`src/sv/utf8d_pkg.sv`:
```
`default_nettype none

package utf8d_pkg;

  // Byte classes and second-byte bounds of strict UTF-8
  localparam logic [7:0] ASCII_MAX = 8'h7f;
  localparam logic [7:0] LEAD2_MIN = 8'hc2;
  localparam logic [7:0] LEAD2_MAX = 8'hdf;
  localparam logic [7:0] LEAD3_MIN = 8'he0;
  localparam logic [7:0] LEAD3_MAX = 8'hef;
  localparam logic [7:0] LEAD4_MIN = 8'hf0;
  localparam logic [7:0] LEAD4_MAX = 8'hf4;
  localparam logic [7:0] CONT_LO   = 8'h80;
  localparam logic [7:0] CONT_HI   = 8'hbf;
  localparam logic [7:0] LEAD_E0   = 8'he0;
  localparam logic [7:0] LEAD_ED   = 8'hed;
  localparam logic [7:0] LEAD_F0   = 8'hf0;
  localparam logic [7:0] LEAD_F4   = 8'hf4;
  localparam logic [7:0] E0_LO     = 8'ha0;
  localparam logic [7:0] ED_HI     = 8'h9f;
  localparam logic [7:0] F0_LO     = 8'h90;
  localparam logic [7:0] F4_HI     = 8'h8f;

  localparam logic [20:0] BMP_MAX     = 21'h00ffff;
  localparam logic [20:0] SUPP_BASE   = 21'h010000;
  localparam logic [5:0]  HI_SUR_TAG  = 6'b110110;  // 0xd800 >> 10
  localparam logic [5:0]  LO_SUR_TAG  = 6'b110111;  // 0xdc00 >> 10

  localparam int QDEPTH = 4;
  localparam int QAW    = $clog2(QDEPTH);
  localparam int QCW    = QAW + 1;

  typedef struct packed {
    logic [15:0] unit;
    logic        status;
    logic        last;
  } result_t;

  typedef struct packed {
    logic [1:0] count;
    result_t    first;
    result_t    second;
  } dec_out_t;

endpackage

`default_nettype wire

```
`src/sv/utf8d_decode.sv`:
```
`default_nettype none

module utf8d_decode (
  input  wire logic               clk,
  input  wire logic               rst,
  input  wire logic               advance,
  input  wire logic [7:0]         data_byte,
  input  wire logic               end_of_string,
  output utf8d_pkg::dec_out_t     dout
);

  logic [1:0]  continuations_left, continuations_left_next;
  logic [20:0] codepoint_accum, codepoint_accum_next;
  logic [7:0]  lead_byte_held, lead_byte_held_next;
  logic        awaiting_second_byte, awaiting_second_byte_next;
  logic        discarding, discarding_next;

  logic        emit;
  logic        err;
  logic [20:0] cp;
  logic [20:0] acc_shift;
  logic [20:0] supp;
  logic [7:0]  lo;
  logic [7:0]  hi;

  assign acc_shift = {codepoint_accum[14:0], data_byte[5:0]};
  assign supp      = cp - utf8d_pkg::SUPP_BASE;

  always_comb begin
    continuations_left_next   = continuations_left;
    codepoint_accum_next      = codepoint_accum;
    lead_byte_held_next       = lead_byte_held;
    awaiting_second_byte_next = awaiting_second_byte;
    discarding_next           = discarding;
    emit = 1'b0;
    err  = 1'b0;
    cp   = acc_shift;
    lo   = utf8d_pkg::CONT_LO;
    hi   = utf8d_pkg::CONT_HI;
    dout = '0;

    if (discarding) begin
      if (end_of_string) discarding_next = 1'b0;
    end else if (continuations_left == 2'd0) begin
      unique case (data_byte) inside
        [8'h00 : utf8d_pkg::ASCII_MAX]: begin
          emit = 1'b1;
          cp   = {13'd0, data_byte};
        end
        [utf8d_pkg::LEAD2_MIN : utf8d_pkg::LEAD2_MAX]: begin
          codepoint_accum_next    = {16'd0, data_byte[4:0]};
          continuations_left_next = 2'd1;
          err = end_of_string;
        end
        [utf8d_pkg::LEAD3_MIN : utf8d_pkg::LEAD3_MAX]: begin
          codepoint_accum_next    = {17'd0, data_byte[3:0]};
          continuations_left_next = 2'd2;
          err = end_of_string;
        end
        [utf8d_pkg::LEAD4_MIN : utf8d_pkg::LEAD4_MAX]: begin
          codepoint_accum_next    = {18'd0, data_byte[2:0]};
          continuations_left_next = 2'd3;
          err = end_of_string;
        end
        default: err = 1'b1;
      endcase
      lead_byte_held_next       = data_byte;
      awaiting_second_byte_next = 1'b1;
    end else begin
      if (awaiting_second_byte) begin
        unique case (lead_byte_held)
          utf8d_pkg::LEAD_E0: lo = utf8d_pkg::E0_LO;
          utf8d_pkg::LEAD_ED: hi = utf8d_pkg::ED_HI;
          utf8d_pkg::LEAD_F0: lo = utf8d_pkg::F0_LO;
          utf8d_pkg::LEAD_F4: hi = utf8d_pkg::F4_HI;
          default: ;
        endcase
      end
      if (data_byte < lo || data_byte > hi) begin
        err = 1'b1;
      end else begin
        awaiting_second_byte_next = 1'b0;
        codepoint_accum_next      = acc_shift;
        continuations_left_next   = continuations_left - 2'd1;
        if (continuations_left == 2'd1) emit = 1'b1;
        else                            err  = end_of_string;
      end
    end

    // Both ends of a sequence drop back to idle
    if (emit || err) begin
      continuations_left_next   = 2'd0;
      codepoint_accum_next      = '0;
      lead_byte_held_next       = '0;
      awaiting_second_byte_next = 1'b0;
    end

    if (err) begin
      discarding_next    = !end_of_string;
      dout.count         = 2'd1;
      dout.first.unit    = 16'h0000;
      dout.first.status  = 1'b1;
      dout.first.last    = 1'b1;
    end else if (emit) begin
      if (cp <= utf8d_pkg::BMP_MAX) begin
        dout.count       = 2'd1;
        dout.first.unit  = cp[15:0];
        dout.first.last  = end_of_string;
      end else begin
        dout.count       = 2'd2;
        dout.first.unit  = {utf8d_pkg::HI_SUR_TAG, supp[19:10]};
        dout.first.last  = 1'b0;
        dout.second.unit = {utf8d_pkg::LO_SUR_TAG, supp[9:0]};
        dout.second.last = end_of_string;
      end
    end
  end

  always_ff @(posedge clk) begin
    if (rst) begin
      continuations_left   <= 2'd0;
      codepoint_accum      <= '0;
      lead_byte_held       <= '0;
      awaiting_second_byte <= 1'b0;
      discarding           <= 1'b0;
    end else if (advance) begin
      continuations_left   <= continuations_left_next;
      codepoint_accum      <= codepoint_accum_next;
      lead_byte_held       <= lead_byte_held_next;
      awaiting_second_byte <= awaiting_second_byte_next;
      discarding           <= discarding_next;
    end
  end

  // An error mid-string must start the drop phase
  assert property (@(posedge clk) disable iff (rst)
    advance && !discarding && dout.first.status && !end_of_string |=> discarding)
    else $error("error inside a string did not start discarding");

  // A pair is always a clean high surrogate followed by a low one
  assert property (@(posedge clk) disable iff (rst)
    dout.count == 2'd2 |-> !dout.first.last && !dout.first.status &&
      dout.first.unit[15:10] == utf8d_pkg::HI_SUR_TAG &&
      dout.second.unit[15:10] == utf8d_pkg::LO_SUR_TAG)
    else $error("malformed surrogate pair");

  // Nothing comes out while a string is being dropped
  assert property (@(posedge clk) disable iff (rst)
    discarding |-> dout.count == 2'd0)
    else $error("result produced while discarding");

endmodule

`default_nettype wire

```
`src/sv/utf8d_outq.sv`:
```
`default_nettype none

module utf8d_outq (
  input  wire logic                 clk,
  input  wire logic                 rst,
  input  wire logic                 push,
  input  wire utf8d_pkg::dec_out_t  din,
  input  wire logic                 pop,
  output logic                      room2,
  output logic                      nonempty,
  output utf8d_pkg::result_t        head
);

  utf8d_pkg::result_t           entries [utf8d_pkg::QDEPTH];
  logic [utf8d_pkg::QAW-1:0]    wr_ptr, wr_ptr_next;
  logic [utf8d_pkg::QAW-1:0]    rd_ptr;
  logic [utf8d_pkg::QCW-1:0]    count, count_next;
  logic [1:0]                   push_cnt;

  assign push_cnt    = push ? din.count : 2'd0;
  assign wr_ptr_next = wr_ptr + utf8d_pkg::QAW'(push_cnt);
  assign count_next  = count + utf8d_pkg::QCW'(push_cnt) - utf8d_pkg::QCW'(pop);

  assign room2    = count <= utf8d_pkg::QCW'(utf8d_pkg::QDEPTH - 2);
  assign nonempty = count != '0;
  assign head     = entries[rd_ptr];

  always_ff @(posedge clk) begin
    if (push_cnt != 2'd0) entries[wr_ptr] <= din.first;
    if (push_cnt == 2'd2) entries[wr_ptr + utf8d_pkg::QAW'(1)] <= din.second;
  end

  always_ff @(posedge clk) begin
    if (rst) begin
      wr_ptr <= '0;
      rd_ptr <= '0;
      count  <= '0;
    end else begin
      wr_ptr <= wr_ptr_next;
      if (pop) rd_ptr <= rd_ptr + utf8d_pkg::QAW'(1);
      count  <= count_next;
    end
  end

  assert property (@(posedge clk) disable iff (rst)
    count <= utf8d_pkg::QCW'(utf8d_pkg::QDEPTH))
    else $error("output queue overflow");

  assert property (@(posedge clk) disable iff (rst)
    pop |-> nonempty)
    else $error("pop from empty output queue");

endmodule

`default_nettype wire

```
`src/sv/utf8_to_utf16_strict_decoder.sv`:
```
`default_nettype none

// A byte passes the input stage register and the result queue before its first unit.
// Throughput: 1 byte per cycle while the queue has room for a pair; a code point gives
//   one unit, a pair two; the 4-entry result queue absorbs the second unit of a pair.
// Output rate is set by the single result port: one unit per cycle unless unit_stall.
// Reset (rst, synchronous): empties the input stage and result queue and
//   returns the decoder to idle, not discarding.
module utf8_to_utf16_strict_decoder (
  input  wire logic        clk,
  input  wire logic        rst,
  // byte channel
  input  wire logic        data_valid,
  output logic             data_stall,
  input  wire logic [7:0]  data_byte,
  input  wire logic        end_of_string,
  // result channel
  output logic             unit_valid,
  input  wire logic        unit_stall,
  output logic [15:0]      utf16_unit,
  output logic             status,
  output logic             last_unit
);

  // Input stage: holds one byte until the queue can take its results
  logic       pipe_valid;
  logic [7:0] pipe_byte;
  logic       pipe_eos;

  logic                 advance;
  logic                 room2;
  logic                 pop;
  utf8d_pkg::dec_out_t  dout;
  utf8d_pkg::result_t   head;

  // Decode a byte only when the queue has room for a full surrogate pair,
  // so a step never has to be split across cycles.
  assign advance    = pipe_valid && room2;
  // Hold off the sender only while the staged byte cannot move on
  assign data_stall = pipe_valid && !room2;
  assign pop        = unit_valid && !unit_stall;

  always_ff @(posedge clk) begin
    if (rst) begin
      pipe_valid <= 1'b0;
    end else if (data_valid && !data_stall) begin
      pipe_valid <= 1'b1;
    end else if (advance) begin
      pipe_valid <= 1'b0;
    end
  end

  // Payload: load on every transfer, no reset needed
  always_ff @(posedge clk) begin
    if (data_valid && !data_stall) begin
      pipe_byte <= data_byte;
      pipe_eos  <= end_of_string;
    end
  end

  // Validate the staged byte and step the sequence state
  utf8d_decode u_decode (
    .clk           (clk),
    .rst           (rst),
    .advance       (advance),
    .data_byte     (pipe_byte),
    .end_of_string (pipe_eos),
    .dout          (dout)
  );

  // Buffer results so the output side can stall independently
  utf8d_outq u_outq (
    .clk      (clk),
    .rst      (rst),
    .push     (advance),
    .din      (dout),
    .pop      (pop),
    .room2    (room2),
    .nonempty (unit_valid),
    .head     (head)
  );

  assign utf16_unit = head.unit;
  assign status     = head.status;
  assign last_unit  = head.last;

  // Invalid results always carry a zero unit and close the string
  assert property (@(posedge clk) disable iff (rst)
    unit_valid && status |-> utf16_unit == 16'h0000 && last_unit)
    else $error("invalid result not zero or not marked last");

  // A byte leaves the input stage only by being decoded
  assert property (@(posedge clk) disable iff (rst)
    pipe_valid && !advance && !(data_valid && !data_stall) |=> pipe_valid &&
      $stable(pipe_byte) && $stable(pipe_eos))
    else $error("staged byte lost or changed");

endmodule

`default_nettype wire
```
`config.mk`:
```
export PLATFORM = sky130hd
export DESIGN_NAME = utf8_to_utf16_strict_decoder
export DESIGN_NICKNAME = d
export VERILOG_FILES = /design/src/sv/utf8d_pkg.sv /design/src/sv/utf8d_decode.sv /design/src/sv/utf8d_outq.sv /design/src/sv/utf8_to_utf16_strict_decoder.sv
export SDC_FILE = /design/constraint.sdc
export NUM_CORES = 1
export LEC_CHECK = 0
export ABC_AREA = 1
export BUFFER_PORTS_ARGS = -buffer_cell sky130_fd_sc_hd__buf_2
export CORE_MARGIN = 4
export CORE_UTILIZATION = 61
export DETAILED_ROUTE_END_ITERATION = 12
export PLACE_DENSITY = 0.8
export SLEW_MARGIN = 5
export SYNTH_ARGS = -nofsm -noshare
export SYNTH_HDL_FRONTEND = slang
export SYNTH_SLANG_ARGS = --single-unit
```
`constraint.sdc`:
```
create_clock -name clk -period 3.68 [get_ports clk]
set_clock_uncertainty 0.2 [all_clocks]
set_input_delay 0.368 -clock clk [delete_from_list [all_inputs] [get_ports clk]]
set_output_delay 0.368 -clock clk [all_outputs]
set_load 0.005 [all_outputs]
```
==> summary.txt, run 1 <==
status -> finished clean
largest area contributor in the netlist -> edfxtp_1
yosys warns -> 0
critical path fanouts, max -> 5
initial core utilization -> 62.9%
die area -> 0.0118 mm²
Area Overhead vs Synth -> 15.3%
initial antenna violation count -> 0
diode count -> 0
DP HPWL -> 10.4 mm
Post-Syn Instances -> 759
DR pass1 iterations -> 5
Detailed Route WL -> 15.5 mm
Syn Nets -> 781
clock root cell -> clkbuf_8
Seq/Total Area, Yosys -> 50.3%
synth unique cells -> 34
Fill cells -> 750
clk sink count -> 118
Placer Congestion -> 0.910
leakage power -> 0.00303 µW
Vias -> 5,403
CP endpoint kind -> flop
Worst EP required -> 3.88 ns
largest net degree at the start of global routing -> 38
ANT nets after route -> 0
RSZ-0062 raised after global routing -> no
nets -> 829
synth top area cells -> edfxtp_1, dfxtp_1, nor2_1
total power draw -> 4150 µW
Boundary Pins -> 33
ys async rst share -> 0%
Port Buffers -> 32
number of global-route vias before repair -> 5,265
htree depth -> 4
Main synth FF type -> edfxtp_1
Avg Synthesized Cell Area -> 8.10 µm²
post-CTS sizing -> 0
CTS tree -> done
FP Rows -> 36
Yosys top cell area share -> 35.6%
DRC viols -> 0
postcts setup bufs -> 0
Reg clk slew, reported paths -> 0.06 ns
total grt overflow -> 0
first-pass GRT wire length -> 25.3 mm
Slew Viols, Final -> 0
max cap viols -> 0
cts hold-fix bufs -> 11
power per cell area -> 585 mW/mm²
area of the mapped netlist -> 0.00615 mm²
routed wire length per instance -> 16.3 µm
layout cells sized above 1 -> 13.7%
TNS Setup -> 0 ns
Rel. slew slack -> 55.4%
Worst Hold Depth -> 2
achievable frequency -> 300 MHz
Worst Hold Class -> input port to flop
Peak supply drop -> 0.000385 V
Worst Path Class, Setup -> flop to flop
chip height -> 108 µm
Iter 0 DRT Violations -> 483
R2R cell count -> 17
final period utilization -> 90.6%
GRT Overall Usage -> 28.2%
Core Region -> 0.00977 mm²
post-DR vias/cell -> 5.67
crit path DAT -> 3.54 ns
synthesized flop and latch total -> 118
Final Hold Vio Count -> 0
cts bufs inserted -> 17
EDFF count, synth -> 73
CTS Buffer Depth -> 2
slew at the pin with the worst max-slew slack -> 0.667 ns
setup violators final -> 0
fin crit period -> 3.33 ns
Die W -> 108 µm
Worst-Skew Late Latency -> 0.53 ns
CP startpoint kind -> flop
==> layer usage <==
metal  track usage [%]  routed length, µm
met1              34.8               6130
met2              46.5               7510
met3              6.21               1350
met4              14.3                533
met5                 0                  0
==> report_power, final <==
group	total [µW]	switching (µW)	internal, µW
Combinational	1070	711	359
Clock	1470	572	897
Sequential	1610	77.1	1530
Total	4150	1360	2790
==> flip-flops by register name, summed over array words and instances (netlist names), 2 cells and up, named ones only <==
signal,cells
u_outq.wr_ptr,2
pipe_byte,8
u_decode.continuations_left,2
u_outq.entries,72
u_decode.lead_byte_held,8
u_outq.count,3
u_outq.rd_ptr,2
u_decode.codepoint_accum,15
==> final timing paths <==
check                              from                   end  slack, ns
max          u_decode.lead_byte_held[6]       u_outq.count[2]       0.35
min                                 rst       u_outq.count[1]       0.05
max reg2reg  u_decode.lead_byte_held[6]       u_outq.count[2]       0.35
min reg2reg        u_outq.entries[2][1]  u_outq.entries[2][1]       0.26
==> logic make-up after synthesis <==
| family | Yosys count | share of synthesized area [%] |
|---|---|---|
| buf+inv | 106 | 7.57 |
| simple gates | 380 | 27.2 |
| flops | 118 | 50.3 |
| fa+ha+maj | 9 | 1.95 |
| compound gates | 142 | 12.4 |
| xor+xnor | 4 | 0.570 |
==> per-stage QoR <==
stage	hold slack [ns]	setup WS, ns	instance area [µm²]	utilization (%)	std cells
floorplan	0.220	0.579	6150	-	759
global placement	0.250	0.462	6450	66.0	910
detailed placement	0.253	0.417	6450	66.0	910
CTS	0.0283	0.347	7090	72.6	953
global route	0.0698	0.0608	7090	72.6	953
finish	0.0479	0.346	7090	72.6	953
==> cell usage after synthesis, types with 3 or more instances <==
master,instances
edfxtp_1,73
a21oi_1,42
buf_2,9
nand2_2,7
inv_2,6
nor2_1,168
buf_4,3
clkinv_1,3
nand2_4,4
o22ai_1,30
nand2_1,133
o21ai_0,65
ha_1,8
nor2_4,3
nand3_2,8
clkbuf_1,14
dfxtp_1,45
buf_6,6
nand4_1,6
inv_1,64
nand3_1,46
==> final cells by class <==
class | count | area, µm² | share of cell area (%)
sequential | 118 | 3090 | 43.6
multi-input combinational | 535 | 2590 | 36.5
clock buffer | 24 | 482 | 6.79
timing repair buffer | 62 | 438 | 6.17
inverter | 73 | 274 | 3.86
tap | 133 | 166 | 2.35
clock inverter | 8 | 47.5 | 0.670
==> worst max-delay path, cell delays in order (launching register included) <==
cell and delay [ns]:
dfxtp_1 0.33, nand2_1 0.08, nor3b_1 0.26, nand4_1 0.11, a21oi_1 0.15, ha_1 0.26, a21o_1 0.18, a21oi_2 0.15
nand3_1 0.12, nand2_2 0.17, nand2_1 0.12, a21oi_1 0.21, ha_1 0.17, inv_1 0.04, fa_1 0.38, xor2_1 0.17
inv_1 0.06, nor2_1 0.03
==> cell usage in the layout (no fill, tap or decap), drive strengths merged <==
master       instances
a221oi               1
ha                   8
nand2              144
dfxtp               45
a21oi               43
nor3b                1
fa                   1
nand3               56
buf                 51
clkinvlp             2
inv                 72
a31oi                1
clkbuf              24
o22ai               30
o21ai               65
edfxtp              73
a21o                 1
xnor2                2
xor2                 2
nand4                7
clkinv               7
nor2               172
dlygate4sd3         11
o211ai               1
No activity file was read; power rests on OpenSTA's default activity.
==> run 2, diff against run 1 <==
--- a/config.mk
+++ b/config.mk
@@ -11,6 +11,7 @@
 export CORE_UTILIZATION = 61
 export DETAILED_ROUTE_END_ITERATION = 12
 export PLACE_DENSITY = 0.8
+export REMOVE_ABC_BUFFERS = 1
 export SLEW_MARGIN = 5
 export SYNTH_ARGS = -nofsm -noshare
 export SYNTH_HDL_FRONTEND = slang
==> run 2 against run 1 <==
Net effect: sequential cell count is the same; sequential share of layout area is 0.077 points lower; setup slack got worse by 0.0033 ns; sequential power about the same; first-iteration DRC count shrank 2.1%; final area up 0.18%; combinational power hardly changed; core utilization increased by 0.13 points; power increased by 3.9%; count of clock-buffer cells in the layout down 6; worst hold slack gained 0.025 ns.
==> summary.txt, run 2 (same netlist as run 1, synthesis figures left out) <==
status -> finished clean
clk sink count -> 118
CP startpoint kind -> flop
CTS Buffer Depth -> 2
layout cells sized above 1 -> 13.2%
total grt overflow -> 0
clock root cell -> clkbuf_8
nets -> 826
first-pass GRT wire length -> 25.9 mm
htree depth -> 4
design area -> 0.00711 mm²
Boundary Pins -> 33
Port Buffers -> 32
WL met1 -> 6.44 mm
Area Overhead vs Synth -> 15.5%
achievable frequency -> 300 MHz
routed wire length per instance -> 16.7 µm
Fill cells -> 742
met2 wire len -> 7.72 mm
die area -> 0.0118 mm²
Internal Pwr Total -> 2960 µW
post-DR vias/cell -> 5.81
Biggest register -> u_outq.entries
RSZ-0062 raised after global routing -> no
leakage power -> 0.00304 µW
cts bufs inserted -> 17
switching share of total power -> 31.4%
Worst Hold Class -> input port to flop
most common cell after layout, fill and taps aside -> nor2_1
TNS Setup -> 0 ns
max cap viols -> 0
Worst Hold Depth -> 2
Slowest-stage cell, CP -> fa_1
most frequent cells in the layout -> nor2_1, nand2_1, edfxtp_1
initial antenna violation count -> 0
Placed Area -> 0.00641 mm²
delay of the slowest critical-path stage -> 0.37 ns
Worst-Skew Late Latency -> 0.52 ns
slew at the pin with the worst max-slew slack -> 0.929 ns
Reg clk slew, reported paths -> 0.06 ns
diode count -> 0
placed cells -> 907
final period utilization -> 90.7%
Largest regs -> u_outq.entries x72, u_decode.codepoint_accum x15
DP HPWL -> 10.6 mm
Clk network pwr share -> 38.1%
R2R cell count -> 17
chip height -> 108 µm
met3 WL -> 1.37 mm
FP Rows -> 36
fin crit period -> 3.34 ns
number of global-route vias before repair -> 5,254
Net Switching -> 1350 µW
Die W -> 108 µm
Final Hold Vio Count -> 0
CP endpoint kind -> flop
Rel. slew slack -> 37.7%
Iter 0 DRT Violations -> 473
Detailed Route WL -> 15.9 mm
max reg flops -> 72
Buf/Inv on CP -> 2
Slew Viols, Final -> 0
power per cell area -> 606 mW/mm²
sequential share of power -> 37.5%
crit path DAT -> 3.54 ns
setup violators final -> 0
Layout Cells excl Fill -> 949
Reg area -> 0.00309 mm²
Worst EP required -> 3.88 ns
DR top layer -> met4
WP depth -> 17
Core Region -> 0.00977 mm²
critical path fanouts, max -> 5
crit-path leading delay family -> simple AND/OR/NAND/NOR gates
Comb pwr share -> 24.4%
Peak supply drop -> 0.000362 V
largest net degree at the start of global routing -> 37
Placer Congestion -> 1.00
CTS tree -> done
ANT nets after route -> 0
Worst Path Class, Setup -> flop to flop
Multi-input gate area -> 0.00260 mm²
Vias -> 5,517
GRT Overall Usage -> 28.9%
CP cell instances -> nand2_1, nor3b_1, nand4_1, a21oi_1, ha_1, a21o_1, a21oi_2, nand3_1, nand2_2, nand2_1, a21oi_2, ha_1, inv_1, fa_1, xor2_1, inv_1, nor2_1
initial core utilization -> 62.9%
DR pass1 iterations -> 5
DRC viols -> 0
## run 2: changes by cell type in the layout (fill, tap and decap cells not counted), moves of 2 or more
cell / change
clkbuf_8: -2
buf_12: -2
clkinv_1: +4
inv_4: -2
bufinv_16: +4
clkbuf_1: -3
## run 2: worst paths after layout
path                            slack, ns                       start                    end
worst max-delay path                 0.34  u_decode.lead_byte_held[7]        u_outq.count[2]
worst min-delay path                 0.07                         rst       u_outq.wr_ptr[0]
worst max register to register       0.34  u_decode.lead_byte_held[7]        u_outq.count[2]
worst min register to register       0.27       u_outq.entries[2][15]  u_outq.entries[2][15]
## run 2: per-stage QoR
stage                     hold WS, ns  utilization (%)  setup slack [ns]  power [µW]
after global routing           0.0724             72.7            0.0234        4530
after floorplan                 0.220                -             0.413        2300
after CTS                      0.0486             72.6             0.259        4300
after detailed placement        0.260             65.5             0.334        2660
final                          0.0726             72.7             0.342        4310
after global placement          0.250             65.5             0.484        2630
## run 2: repair_timing
item                                    CTS  global route
buffers inserted                          0             0
endpoints found under the setup margin    0             2
resized for setup                         0             2
hold endpoints to repair                 12             0
hold buffers                             11             0
## run 2: metal layers
metal | GRT usage, % | vias up
met5 | 0 | -
met4 | 10.6 | 0
met3 | 5.97 | 33
met2 | 48.5 | 285
met1 | 36.8 | 2579
li1 | - | 2620
## run 2: layout make-up
type                       count  share of cell area (%)
clock buffer                  18                    5.88
multi-input combinational    535                    36.6
clock inverter                13                    2.29
tap                          133                    2.34
sequential                   118                    43.5
inverter                      73                    3.86
timing repair buffer          59                    5.49
## run 2: power groups by stage
stage / Clock [µW] / Sequential (µW) / Combinational [µW]
floorplan: 0 / 1640 / 663
global placement: 0 / 1630 / 993
detailed placement: 0 / 1640 / 1020
CTS: 1650 / 1610 / 1040
global route: 1720 / 1630 / 1180
finish: 1640 / 1620 / 1050
==> run 3, diff against run 2 <==
--- a/config.mk
+++ b/config.mk
@@ -7,10 +7,12 @@
 export LEC_CHECK = 0
 export ABC_AREA = 1
 export BUFFER_PORTS_ARGS = -buffer_cell sky130_fd_sc_hd__buf_2
+export CELL_PAD_IN_SITES_DETAIL_PLACEMENT = 2
+export CELL_PAD_IN_SITES_GLOBAL_PLACEMENT = 2
 export CORE_MARGIN = 4
-export CORE_UTILIZATION = 61
+export CORE_UTILIZATION = 37
 export DETAILED_ROUTE_END_ITERATION = 12
-export PLACE_DENSITY = 0.8
+export PLACE_DENSITY_LB_ADDON = 0.1
 export REMOVE_ABC_BUFFERS = 1
 export SLEW_MARGIN = 5
 export SYNTH_ARGS = -nofsm -noshare
==> run 3 against run 2 <==
Net effect: setup slack worse by 0.14 ns; combinational power grew 11%; highest routed layer unchanged; cell count rose by 9.2%; critical path type unchanged; core utilization decreased by 27 points; count of clock-buffer cells in the layout increased by 1; sequential power hardly changed; maximum frequency is 4.1% lower.
==> summary.txt, run 3 (same netlist as run 1, synthesis figures left out) <==
chip height -> 137 µm
Rel. slew slack -> 37.2%
initial antenna violation count -> 0
sequential share of power -> 35.7%
Worst-Skew Late Latency -> 0.42 ns
Placer Congestion -> 0.905
Largest regs -> u_outq.entries x72, u_decode.codepoint_accum x15
Reg clk slew, reported paths -> 0.06 ns
switching share of total power -> 33.2%
Iter 0 DRT Violations -> 298
Reg-to-Reg End -> u_outq.count[2]
most frequent cells in the layout -> nor2_1, nand2_1, edfxtp_1
first-pass GRT wire length -> 34.8 mm
Internal Pwr Total -> 3030 µW
R2R cell count -> 16
total grt overflow -> 0
Slew Viols, Final -> 0
status -> finished clean
Fill cells -> 1,792
Worst Hold Class -> input port to flop
WHS Endpoint -> pipe_valid
routed wire length per instance -> 21.3 µm
initial core utilization -> 38.3%
post-DR vias/cell -> 5.41
DRC viols -> 0
total power draw -> 4530 µW
Worst Hold Depth -> 3
Port Buffers -> 32
CP startpoint kind -> flop
diode count -> 0
Die W -> 137 µm
flop2flop setup slack -> 0.20 ns
largest net degree at the start of global routing -> 38
Core Region -> 0.0161 mm²
max cap viols -> 0
Net Switching -> 1510 µW
most common cell after layout, fill and taps aside -> nor2_1
final period utilization -> 94.5%
Detailed Route WL -> 22.0 mm
fin crit period -> 3.48 ns
RR Startpoint -> u_decode.lead_byte_held[7]
Worst EP required -> 3.77 ns
FP Rows -> 46
power per cell area -> 623 mW/mm²
nets -> 829
Comb pwr share -> 25.7%
Worst Path Class, Setup -> flop to flop
clock root cell -> clkbuf_16
Biggest register -> u_outq.entries
die area -> 0.0188 mm²
CTS tree -> done
htree depth -> 4
setup violators final -> 0
clk sink count -> 118
Final Hold Vio Count -> 0
DR pass1 iterations -> 5
CTS Buffer Depth -> 2
Boundary Pins -> 33
WHS -> 0.0172 ns
number of global-route vias before repair -> 6,219
leakage power -> 0.00306 µW
Peak supply drop -> 0.000326 V
layout cells sized above 1 -> 14.1%
Clk network pwr share -> 38.6%
ANT nets after route -> 0
Area Overhead vs Synth -> 18.3%
hold path startpoint -> data_valid
achievable frequency -> 287 MHz
CP endpoint kind -> flop
max reg flops -> 72
critical path fanouts, max -> 6
slew at the pin with the worst max-slew slack -> 0.937 ns
crit path DAT -> 3.57 ns
GRT Overall Usage -> 24.5%
Vias -> 5,600
DP HPWL -> 15.6 mm
cts bufs inserted -> 17
-- run 3: worst max path at each step --
stage,start,end,slack [ns]
finish,u_decode.lead_byte_held[7],u_outq.count[2],0.20
global route,u_decode.lead_byte_held[7],u_outq.count[2],-0.01
CTS,u_decode.lead_byte_held[7],u_outq.count[2],0.06
detailed placement,u_decode.lead_byte_held[7],u_outq.count[2],0.05
global placement,u_decode.lead_byte_held[7],u_outq.count[2],0.39
floorplan,u_decode.lead_byte_held[7],u_outq.entries[1][13],0.41
-- run 3: power groups by stage --
| stage | registers, µW | logic (µW) | clock network, µW |
|---|---|---|---|
| 4_1_cts | 1620 | 1170 | 1770 |
| 5_1_grt | 1630 | 1310 | 1830 |
| 6_report | 1620 | 1170 | 1750 |
| 3_3_place_gp | 1630 | 1060 | 0 |
| 3_5_place_dp | 1650 | 1140 | 0 |
| 2_1_floorplan | 1640 | 663 | 0 |
-- run 3: worst max-delay path, stage by stage (launching register included) --
cell     delay, ns
dfxtp_1       0.34
nand2_1       0.09
nor3b_2       0.23
nand4_1       0.14
a21oi_1       0.16
ha_1          0.27
a21o_1        0.18
a21oi_2       0.16
nand3_1       0.14
nand2_4       0.11
buf_4         0.13
nand3_4       0.10
ha_1          0.35
fa_1          0.45
xor2_1        0.18
inv_1         0.07
nor2_1        0.04
-- run 3: cell type report --
cell class,count,area [µm²],share of cell area (%)
Clock inverter,13,180,2.48
Multi-Input combinational cell,535,2610,35.8
Tap cell,216,270,3.71
Clock buffer,19,433,5.95
Sequential cell,118,3090,42.5
Timing Repair Buffer,62,420,5.78
Inverter,73,274,3.77
-- run 3: routing by layer --
| layer | routed length, µm | track usage (%) |
|---|---|---|
| met5 | 0 | 0 |
| met2 | 11500 | 44.5 |
| met1 | 9260 | 29.4 |
| met3 | 839 | 4.49 |
| met4 | 466 | 7.54 |
-- run 3: stage by stage --
stage               util, %  setup TNS [ns]  instances  worst slack [ns]  instance area (µm²)
detailed placement     40.7               0        992            0.0474                 6540
global placement       40.7               0        992             0.389                 6540
global route           45.3         -0.0127       1036           -0.0127                 7280
CTS                    45.1               0       1033            0.0569                 7250
finish                 45.3               0       1036             0.201                 7280
floorplan                 -               0        726             0.413                 5960
-- run 3: repair_timing --
action                                  CTS  global route
hold buffers                              9             0
setup buffers                             0             3
endpoints found under the hold margin     9             0
pin swaps                                 0             1
endpoints found under the setup margin    1            19
gates resized for setup                   2             1
